==> config.mk <==
export PLATFORM = sky130hd
export DESIGN_NAME = video_spi_frame_receiver_core
export DESIGN_NICKNAME = d
export VERILOG_FILES = /design/src/vsfr_pkg.sv /design/src/vsfr_frame_track.sv /design/src/vsfr_pixel_stats.sv /design/src/video_spi_frame_receiver_core.sv
export SDC_FILE = /design/constraint.sdc
export NUM_CORES = 1
export LEC_CHECK = 0
export ABC_AREA = 1
export CAP_MARGIN = 20
export CORE_MARGIN = 3
export CORE_UTILIZATION = 28
export CTS_CLUSTER_SIZE = 25
export DETAILED_ROUTE_END_ITERATION = 7
export DONT_BUFFER_PORTS = 1
export HOLD_SLACK_MARGIN = 0.03
export PLACE_DENSITY_LB_ADDON = 0.12
export SLEW_MARGIN = 40
export SYNTH_ARGS = -nofsm -noshare
export SYNTH_HDL_FRONTEND = slang
export SYNTH_HIERARCHICAL = 1
export SYNTH_SLANG_ARGS = --single-unit
==> constraint.sdc <==
create_clock -name clk -period 9.2 [get_ports clk]
set_input_delay 0.92 -clock clk [delete_from_list [all_inputs] [get_ports clk]]
set_output_delay 0.92 -clock clk [all_outputs]
set_load 0.01 [all_outputs]
==> src/vsfr_pkg.sv <==
// ----------------------------------------------------------------------------
// vsfr_pkg: shared definitions for the video SPI frame receiver
// Packet geometry, field widths, result codes and the control word that
// passes from the frame tracker to the pixel statistics unit.
// ----------------------------------------------------------------------------
package vsfr_pkg;

  // Packet geometry
  localparam int PACKET_BYTES      = 164;
  localparam int PACKETS_PER_FRAME = 60;
  localparam int HEADER_BYTES      = 4;
  localparam int PIXELS_PER_PACKET = (PACKET_BYTES - HEADER_BYTES) / 2;

  // Field widths
  localparam int BYTE_W  = 8;
  localparam int POS_W   = 8;
  localparam int ROW_W   = 6;
  localparam int COL_W   = 7;
  localparam int PIX_W   = 16;
  localparam int SUM_W   = 29;
  localparam int REJ_W   = 10;
  localparam int ADDR_W  = 3;
  localparam int DATA_W  = 32;

  localparam logic [REJ_W-1:0] RESYNC_LIMIT_RESET = REJ_W'(750);
  localparam logic [REJ_W-1:0] REJECT_MAX         = '1;
  localparam logic [PIX_W-1:0] PIX_MAX            = '1;
  localparam logic [SUM_W-1:0] SUM_MAX            = '1;

  // Register index of resync_limit (byte address 4 * index)
  localparam logic [ADDR_W-3:0] REG_RESYNC_LIMIT = '0;

  // Result kinds
  typedef enum logic {
    KIND_PIXEL  = 1'b0,
    KIND_REJECT = 1'b1
  } result_kind_t;

  // Per-word decode handed from the frame tracker to the statistics unit
  typedef struct packed {
    logic             reject;
    logic             resync;
    logic             hold_hi;
    logic             pixel;
    logic             last;
    logic             stats_clear;
    logic [ROW_W-1:0] row;
    logic [COL_W-1:0] col;
  } vsfr_ctl_t;

endpackage

==> src/vsfr_frame_track.sv <==
// ----------------------------------------------------------------------------
// vsfr_frame_track: packet position and frame sequencing
// Tracks byte position, expected packet index and reject count, checks the
// packet index byte and decodes what the current word means.
// ----------------------------------------------------------------------------
module vsfr_frame_track
  import vsfr_pkg::*;
(
  input  logic              clk,
  input  logic              rst,
  input  logic              adv,
  input  logic [BYTE_W-1:0] data_byte,
  input  logic [REJ_W-1:0]  resync_limit,
  output vsfr_ctl_t         ctl
);

  logic [POS_W-1:0] byte_position, byte_position_next;
  logic [ROW_W-1:0] expected_packet, expected_packet_next;
  logic             packet_accepted, packet_accepted_next;
  logic [REJ_W-1:0] reject_count, reject_count_next;

  logic [POS_W-1:0] off;
  logic             pkt_end;
  logic             frame_end;

  always_comb begin
    off                  = byte_position - POS_W'(HEADER_BYTES);
    ctl                  = '0;
    ctl.row              = expected_packet;
    ctl.col              = COL_W'(off >> 1);
    byte_position_next   = byte_position + POS_W'(1);
    expected_packet_next = expected_packet;
    packet_accepted_next = packet_accepted;
    reject_count_next    = reject_count;
    frame_end            = 1'b0;

    if (byte_position == POS_W'(1)) begin
      if (data_byte == BYTE_W'(expected_packet)) begin
        packet_accepted_next = 1'b1;
      end else begin
        // Drop the packet and restart the frame
        packet_accepted_next = 1'b0;
        expected_packet_next = '0;
        ctl.reject           = 1'b1;
        ctl.stats_clear      = 1'b1;
        if (reject_count != REJECT_MAX) begin
          reject_count_next = reject_count + REJ_W'(1);
          ctl.resync        = (reject_count_next == resync_limit);
        end
      end
    end else if (byte_position >= POS_W'(HEADER_BYTES) && packet_accepted) begin
      if (!off[0]) begin
        ctl.hold_hi = 1'b1;
      end else if (ctl.col < COL_W'(PIXELS_PER_PACKET)) begin
        ctl.pixel = 1'b1;
        ctl.last  = (expected_packet == ROW_W'(PACKETS_PER_FRAME - 1)) &&
                    (ctl.col == COL_W'(PIXELS_PER_PACKET - 1));
      end
    end

    pkt_end = (byte_position >= POS_W'(PACKET_BYTES - 1));
    if (pkt_end) begin
      if (packet_accepted_next) begin
        if (expected_packet == ROW_W'(PACKETS_PER_FRAME - 1)) begin
          frame_end            = 1'b1;
          expected_packet_next = '0;
        end else begin
          expected_packet_next = expected_packet + ROW_W'(1);
        end
      end
      packet_accepted_next = 1'b0;
      byte_position_next   = '0;
    end

    if (frame_end) begin
      ctl.stats_clear   = 1'b1;
      reject_count_next = '0;
    end
  end

  always_ff @(posedge clk) begin
    if (rst) begin
      byte_position   <= '0;
      expected_packet <= '0;
      packet_accepted <= 1'b0;
      reject_count    <= '0;
    end else if (adv) begin
      byte_position   <= byte_position_next;
      expected_packet <= expected_packet_next;
      packet_accepted <= packet_accepted_next;
      reject_count    <= reject_count_next;
    end
  end

endmodule

==> src/vsfr_pixel_stats.sv <==
// ----------------------------------------------------------------------------
// vsfr_pixel_stats: pixel assembly and running frame statistics
// Joins the held high byte with the low byte and keeps min, max and a
// saturating sum over the frame.
// ----------------------------------------------------------------------------
module vsfr_pixel_stats
  import vsfr_pkg::*;
(
  input  logic              clk,
  input  logic              rst,
  input  logic              adv,
  input  logic [BYTE_W-1:0] data_byte,
  input  vsfr_ctl_t         ctl,
  output logic [PIX_W-1:0]  pix_value,
  output logic [PIX_W-1:0]  min_upd,
  output logic [PIX_W-1:0]  max_upd,
  output logic [SUM_W-1:0]  sum_upd
);

  logic [BYTE_W-1:0] held_high_byte;
  logic [PIX_W-1:0]  running_min;
  logic [PIX_W-1:0]  running_max;
  logic [SUM_W-1:0]  running_sum;
  logic [SUM_W:0]    sum_wide;

  always_comb begin
    pix_value = {held_high_byte, data_byte};
    sum_wide  = {1'b0, running_sum} + (SUM_W + 1)'(pix_value);
    min_upd   = running_min;
    max_upd   = running_max;
    sum_upd   = running_sum;
    if (ctl.pixel) begin
      if (pix_value < running_min) min_upd = pix_value;
      if (pix_value > running_max) max_upd = pix_value;
      sum_upd = sum_wide[SUM_W] ? SUM_MAX : sum_wide[SUM_W-1:0];
    end
  end

  always_ff @(posedge clk) begin
    if (rst) begin
      held_high_byte <= '0;
      running_min    <= PIX_MAX;
      running_max    <= '0;
      running_sum    <= '0;
    end else if (adv) begin
      if (ctl.hold_hi) held_high_byte <= data_byte;
      if (ctl.stats_clear) begin
        running_min <= PIX_MAX;
        running_max <= '0;
        running_sum <= '0;
      end else begin
        running_min <= min_upd;
        running_max <= max_upd;
        running_sum <= sum_upd;
      end
    end
  end

endmodule

==> src/video_spi_frame_receiver_core.sv <==
// ----------------------------------------------------------------------------
// video_spi_frame_receiver_core: thermal camera video SPI frame receiver
// Checks packet indices, unpacks 16-bit pixels and reports frame statistics.
// ----------------------------------------------------------------------------
// Usage:
//   Input channel: one SPI byte per word on spi_byte, qualified by in_valid,
//   held back by in_stall. The stream must be packet aligned after reset.
//   Output channel: zero or one result word per input word, qualified by
//   out_valid, held back by out_stall. result_kind tells a pixel from a
//   rejected packet; frame_last marks the final pixel of a frame and carries
//   the frame's min, max and sum; resync_request flags the reject at which
//   the reject count meets resync_limit.
//   Config: APB write of resync_limit at byte address 0, reads return it.
// Timing:
//   A word is captured in the input register; as it advances it is decoded
//   and folded into the statistics, and its result lands in the output
//   register at that same advance. One word per cycle is sustained while
//   out_stall is low, as position and statistics update with each advance.
// Reset and backpressure:
//   Synchronous reset clears both registers, the packet state, statistics
//   and reject count, and sets resync_limit to 750. While out_stall holds a
//   waiting result, the captured word holds and in_stall rises.
// ----------------------------------------------------------------------------
module video_spi_frame_receiver_core
  import vsfr_pkg::*;
(
  input  logic              clk,
  input  logic              rst,
  // byte input
  input  logic              in_valid,
  output logic              in_stall,
  input  logic [BYTE_W-1:0] spi_byte,
  // result output
  output logic              out_valid,
  input  logic              out_stall,
  output logic              result_kind,
  output logic [PIX_W-1:0]  pixel_value,
  output logic [ROW_W-1:0]  pixel_row,
  output logic [COL_W-1:0]  pixel_col,
  output logic              frame_last,
  output logic [PIX_W-1:0]  frame_min,
  output logic [PIX_W-1:0]  frame_max,
  output logic [SUM_W-1:0]  frame_sum,
  output logic              resync_request,
  // configuration
  input  logic              psel,
  input  logic              penable,
  input  logic              pwrite,
  input  logic [ADDR_W-1:0] paddr,
  input  logic [DATA_W-1:0] pwdata,
  output logic [DATA_W-1:0] prdata,
  output logic              pready
);

  logic [REJ_W-1:0]  resync_limit;
  logic              in_full;
  logic [BYTE_W-1:0] in_byte;
  logic              adv;
  logic              has_result;
  vsfr_ctl_t         ctl;
  logic [PIX_W-1:0]  pix_value;
  logic [PIX_W-1:0]  min_upd;
  logic [PIX_W-1:0]  max_upd;
  logic [SUM_W-1:0]  sum_upd;

  // Configuration port: decode on the word address, ignore the byte lanes
  assign pready = 1'b1;
  assign prdata = (paddr[ADDR_W-1:2] == REG_RESYNC_LIMIT) ? DATA_W'(resync_limit) : '0;

  always_ff @(posedge clk) begin
    if (rst) begin
      resync_limit <= RESYNC_LIMIT_RESET;
    end else if (psel && penable && pwrite && pready &&
                 paddr[ADDR_W-1:2] == REG_RESYNC_LIMIT) begin
      resync_limit <= pwdata[REJ_W-1:0];
    end
  end

  // Advance the captured word when the output register is free or emptying
  assign adv      = in_full && (!out_valid || !out_stall);
  assign in_stall = in_full && !adv;

  always_ff @(posedge clk) begin
    if (rst) begin
      in_full <= 1'b0;
    end else if (in_valid && !in_stall) begin
      in_full <= 1'b1;
    end else if (adv) begin
      in_full <= 1'b0;
    end
  end

  always_ff @(posedge clk) begin
    if (in_valid && !in_stall) in_byte <= spi_byte;
  end

  vsfr_frame_track u_track (
    .clk          (clk),
    .rst          (rst),
    .adv          (adv),
    .data_byte    (in_byte),
    .resync_limit (resync_limit),
    .ctl          (ctl)
  );

  vsfr_pixel_stats u_stats (
    .clk       (clk),
    .rst       (rst),
    .adv       (adv),
    .data_byte (in_byte),
    .ctl       (ctl),
    .pix_value (pix_value),
    .min_upd   (min_upd),
    .max_upd   (max_upd),
    .sum_upd   (sum_upd)
  );

  assign has_result = ctl.reject || ctl.pixel;

  // Output register: load on a result, drop once taken
  always_ff @(posedge clk) begin
    if (rst) begin
      out_valid <= 1'b0;
    end else if (adv && has_result) begin
      out_valid <= 1'b1;
    end else if (!out_stall) begin
      out_valid <= 1'b0;
    end
  end

  always_ff @(posedge clk) begin
    if (adv && has_result) begin
      result_kind    <= ctl.reject ? KIND_REJECT : KIND_PIXEL;
      resync_request <= ctl.reject && ctl.resync;
      pixel_value    <= ctl.pixel ? pix_value : '0;
      pixel_row      <= ctl.pixel ? ctl.row : '0;
      pixel_col      <= ctl.pixel ? ctl.col : '0;
      frame_last     <= ctl.pixel && ctl.last;
      frame_min      <= (ctl.pixel && ctl.last) ? min_upd : '0;
      frame_max      <= (ctl.pixel && ctl.last) ? max_upd : '0;
      frame_sum      <= (ctl.pixel && ctl.last) ? sum_upd : '0;
    end
  end

endmodule

==> metrics.txt <==
# TYPE chip_impl_metric gauge
chip_impl_metric{name="grt.overflow.total",unit=""} 0
chip_impl_metric{name="maximum_number_of_pins_on_one_net_before_global_route_repair",unit=""} 81
chip_impl_info{name="postSynth.topFlopCell",value="sky130_fd_sc_hd__dfxtp_1"} 1
chip_impl_info{name="type_of_the_worst_setup_path",value="register to register"} 1
chip_impl_metric{name="postCtsSetupBuffers",unit=""} 0
chip_impl_metric{name="max_clock_freq",unit="MHz"} 218.4
chip_impl_info{name="synth.top_cells.by_area",value="sky130_fd_sc_hd__edfxtp_1 24%, sky130_fd_sc_hd__dfxtp_1 17%, sky130_fd_sc_hd__nand2_1 13%, sky130_fd_sc_hd__inv_1 8.2%, sky130_fd_sc_hd__nand3_1 6.2%"} 1
chip_impl_metric{name="yosysWarnings",unit=""} 6
chip_impl_info{name="outcome",value="completed"} 1
chip_impl_metric{name="tightest_slew",unit="ns"} 0.7754
chip_impl_metric{name="post_cts_resize_count",unit=""} 0
chip_impl_metric{name="timing.max_slew.rel_slack",unit=""} 0.4818
chip_impl_metric{name="irDropWorstVdd",unit="mV"} 0.09951
chip_impl_metric{name="post-route-min-period",unit="ns"} 4.580
chip_impl_metric{name="cp.required",unit="ns"} 9.51
chip_impl_info{name="grt_setup_unrepaired",value="false"} 1
chip_impl_metric{name="mapped_area",unit="mm2"} 0.01261
chip_impl_info{name="top_library_cells_by_usage_in_the_layout_fill_and_taps_aside",value="452 x sky130_fd_sc_hd__nand2_1, 274 x sky130_fd_sc_hd__inv_1, 169 x sky130_fd_sc_hd__nor2_1, 155 x sky130_fd_sc_hd__nand3_1, 106 x sky130_fd_sc_hd__dfxtp_1"} 1
chip_impl_info{name="synth_largest_area_cell",value="sky130_fd_sc_hd__edfxtp_1"} 1
chip_impl_metric{name="count_of_flip_flops_with_a_built_in_enable_after_synthesis",unit=""} 101
chip_impl_metric{name="cts.clk_slew.worst_paths",unit="ns"} 0.06
chip_impl_metric{name="placement_rows",unit=""} 77
chip_impl_metric{name="synth_largest_type_area_fraction",unit=""} 0.2405
chip_impl_metric{name="initial_cell_density_of_the_core",unit=""} 0.2846
chip_impl_metric{name="core",unit="mm2"} 0.04432
chip_impl_metric{name="pwr_density_cell",unit="mW/mm2"} 156.2
chip_impl_metric{name="die_height",unit="um"} 218.2
chip_impl_metric{name="first_pass_grt_wire_length",unit="um"} 57970
chip_impl_metric{name="flow.area_growth_from_synthesis",unit="%"} 10.57
chip_impl_metric{name="number_of_buffers_between_clock_root_and_the_deepest_sink",unit=""} 3
chip_impl_metric{name="fillCellCount",unit=""} 4824
chip_impl_metric{name="tritoncts_num_sinks",unit=""} 207
chip_impl_info{name="cts.root.buffer_cell",value="sky130_fd_sc_hd__clkbuf_16"} 1
chip_impl_info{name="min_path_type",value="input pin to register"} 1
chip_impl_metric{name="ant_nets",unit=""} 0
chip_impl_metric{name="p_leak",unit="nW"} 6.368
chip_impl_metric{name="nNetsFinal",unit=""} 1795
chip_impl_metric{name="total_wirelength",unit="um"} 36580
chip_impl_metric{name="synth-seq-area-share",unit=""} 0.4087
chip_impl_info{name="worstSetupStartpointType",value="register"} 1
chip_impl_metric{name="wl_per_cell",unit="um"} 15.88
chip_impl_metric{name="worstSkewPairLatency",unit="ns"} 0.57
chip_impl_metric{name="dieArea",unit="mm2"} 0.04763
chip_impl_metric{name="slew_viol_final",unit=""} 0
chip_impl_metric{name="hold_ws",unit="ns"} 0.4134
chip_impl_metric{name="dp.final_hpwl",unit="um"} 25230
chip_impl_info{name="cts_tree",value="done"} 1
chip_impl_metric{name="num_io_pins",unit=""} 178
chip_impl_metric{name="ys_seq_elements",unit=""} 207
chip_impl_metric{name="finalSetupViolCount",unit=""} 0
chip_impl_metric{name="first_pass_iters",unit=""} 5
chip_impl_metric{name="min_period_over_period",unit=""} 0.4978
chip_impl_metric{name="dr_total_vias",unit=""} 10360
chip_impl_metric{name="number_of_antenna_violations_at_the_first_check_in_global_routing",unit=""} 5
chip_impl_metric{name="number_of_global_route_vias_before_repair",unit=""} 10100
chip_impl_metric{name="post_cts_hold_buffer_count",unit=""} 0
chip_impl_metric{name="cts-buffers-inserted",unit=""} 27
chip_impl_metric{name="io_buffer_count",unit=""} 0
chip_impl_metric{name="drc_errors",unit=""} 0
chip_impl_metric{name="postSynth.asyncResetShare",unit=""} 0
chip_impl_info{name="timing.critical_path.to_type",value="register"} 1
chip_impl_metric{name="dr.first_iter.drc_count",unit=""} 610
chip_impl_metric{name="synth_area_per_cell",unit="um2"} 7.350
chip_impl_metric{name="viasPerCell",unit=""} 4.497
chip_impl_metric{name="die_span_x",unit="um"} 218.2
chip_impl_metric{name="post_synth_num_cell_types",unit=""} 47
chip_impl_metric{name="report.final.hold_viol_count",unit=""} 0
chip_impl_metric{name="clock_tree.htree_level_count",unit=""} 1
chip_impl_metric{name="grt.total_usage",unit=""} 0.1538
chip_impl_metric{name="syn_inst",unit=""} 1716
chip_impl_info{name="leading_cell_type_in_the_layout_fill_and_taps_excluded",value="sky130_fd_sc_hd__nand2_1"} 1
chip_impl_metric{name="clock_skew",unit="ns"} 0.02072
chip_impl_metric{name="finalWeightedCongestion",unit=""} 0.8207
chip_impl_metric{name="setup_tns",unit="ns"} 0
chip_impl_metric{name="post_route_cells_drive_above_1_share",unit=""} 0.08182
chip_impl_metric{name="cap_violations",unit=""} 0
chip_impl_metric{name="worst_ep_arrival_time",unit="ns"} 4.89
chip_impl_metric{name="crit_fanout",unit=""} 52
-- flip-flops by register name, indices dropped and copies added, names as in the netlist, 6 cells and up --
signal / cells
pixel_value: 16
u_track/expected_packet: 6
in_byte: 8
u_track/byte_position: 8
pixel_row: 6
u_stats/held_high_byte: 8
u_stats/running_sum: 29
frame_max: 16
resync_limit: 10
frame_sum: 29
u_track/reject_count: 10
pixel_col: 7
frame_min: 16
u_stats/running_min: 16
u_stats/running_max: 16
-- worst max-delay path, stage by stage, from the launching register on --
cell and delay [ns]:
sky130_fd_sc_hd__dfxtp_1 0.36, sky130_fd_sc_hd__inv_1 0.18, sky130_fd_sc_hd__ha_1 0.21, sky130_fd_sc_hd__inv_1 0.05
sky130_fd_sc_hd__nor2_1 0.16, sky130_fd_sc_hd__nand2_1 0.09, sky130_fd_sc_hd__xor2_1 0.17, sky130_fd_sc_hd__nor2_1 0.10
sky130_fd_sc_hd__o21ai_0 0.14, sky130_fd_sc_hd__nor2_4 0.46, sky130_fd_sc_hd__buf_4 0.59, sky130_fd_sc_hd__inv_2 0.32
sky130_fd_sc_hd__nor3_4 0.53, sky130_fd_sc_hd__buf_6 0.23, sky130_fd_sc_hd__nand2_2 0.26, sky130_fd_sc_hd__nand2_1 0.19
sky130_fd_sc_hd__nand2_1 0.06, sky130_fd_sc_hd__inv_1 0.10, sky130_fd_sc_hd__nor2_1 0.06
-- synth_stat cells, types with 2 or more instances --
master	count
sky130_fd_sc_hd__nand3_4	4
sky130_fd_sc_hd__conb_1	2
sky130_fd_sc_hd__buf_4	37
sky130_fd_sc_hd__nand2_4	4
sky130_fd_sc_hd__nand2_2	15
sky130_fd_sc_hd__inv_1	274
sky130_fd_sc_hd__nor2_4	2
sky130_fd_sc_hd__a21boi_0	4
sky130_fd_sc_hd__nand3b_1	12
sky130_fd_sc_hd__nor3_4	2
sky130_fd_sc_hd__nor3_1	11
sky130_fd_sc_hd__nand4_1	16
sky130_fd_sc_hd__edfxtp_1	101
sky130_fd_sc_hd__nor2_1	171
sky130_fd_sc_hd__or2_2	16
sky130_fd_sc_hd__buf_6	4
sky130_fd_sc_hd__buf_2	19
sky130_fd_sc_hd__a21oi_1	95
sky130_fd_sc_hd__o21ai_0	17
sky130_fd_sc_hd__nand2_1	453
sky130_fd_sc_hd__inv_2	11
sky130_fd_sc_hd__xnor2_1	10
sky130_fd_sc_hd__nor4_1	5
sky130_fd_sc_hd__nand3_2	13
sky130_fd_sc_hd__buf_1	2
sky130_fd_sc_hd__a21oi_2	10
sky130_fd_sc_hd__clkbuf_1	23
sky130_fd_sc_hd__a211oi_1	9
sky130_fd_sc_hd__dfxtp_1	106
sky130_fd_sc_hd__ha_1	54
sky130_fd_sc_hd__xor2_1	13
sky130_fd_sc_hd__nor2_2	5
sky130_fd_sc_hd__nand3_1	155
sky130_fd_sc_hd__and2_1	28
-- where the power goes --
part	total [W]	internal, W	switching (W)
clock network	0.00108	0.000646	0.000429
logic	0.000107	0.0000315	0.0000756
registers	0.000995	0.000975	0.0000200
-- stage by stage --
step / area [um2] / power (W) / utilization / setup WS (ns) / cells
2_1_floorplan: 12690 / 0.001105 / - / 2.388 / 1737
3_3_place_gp: 13000 / 0.001120 / 0.2934 / 4.339 / 2251
3_5_place_dp: 13010 / 0.001122 / 0.2936 / 4.372 / 2251
4_1_cts: 13910 / 0.002225 / 0.3138 / 4.358 / 2301
5_1_grt: 13940 / 0.002278 / 0.3147 / 4.105 / 2304
6_report: 13940 / 0.002178 / 0.3147 / 4.620 / 2304
-- layout make-up --
cell class | count | area, um2 | share of cell area
multi-input combinational | 1159 | 5988 | 0.4294
sequential | 207 | 5155 | 0.3697
tap | 592 | 740.7 | 0.05312
clock inverter | 9 | 108.9 | 0.007806
antenna | 1 | 2.502 | 0.0001795
timing repair buffer | 9 | 87.58 | 0.006281
clock buffer | 41 | 788.3 | 0.05653
inverter | 286 | 1074 | 0.07699
-- routing by layer --
layer | GRT usage | share of wire
met2 | 0.2416 | 0.43
met3 | 0.03560 | 0.060
met1 | 0.2150 | 0.49
met4 | 0.03457 | 0.016
met5 | 0 | 0.00098
-- final timing paths --
check	slack, ns	cells past startpoint	start	end
worst min register to register	0.46	2	u_stats/running_max[6]$_SDFFE_PP0P_	u_stats/running_max[6]$_SDFFE_PP0P_
worst min-delay path	0.41	1	rst	in_full$_SDFFE_PP0P_
worst max-delay path	4.62	18	u_track/byte_position[2]$_SDFFE_PP0P_	frame_min[0]$_SDFFCE_PN0P_
worst max register to register	4.62	18	u_track/byte_position[2]$_SDFFE_PP0P_	frame_min[0]$_SDFFCE_PN0P_
-- cell families (layout without fill, tap and decap cells) --
| logic type | count (synthesis) | count (layout) | synth area share |
|---|---|---|---|
| buffers and inverters | 371 | 345 | 0.1257 |
| other | 2 | 24 | 0.0005955 |
| xor gates and xnor gates | 23 | 23 | 0.01597 |
| and+or+nand+nor | 916 | 916 | 0.3292 |
| AOI/OAI and AO/OA | 142 | 142 | 0.06468 |
| DFF | 207 | 207 | 0.4087 |
| adders and majority gates | 55 | 55 | 0.05516 |
(Power assumes the default switching activity.)
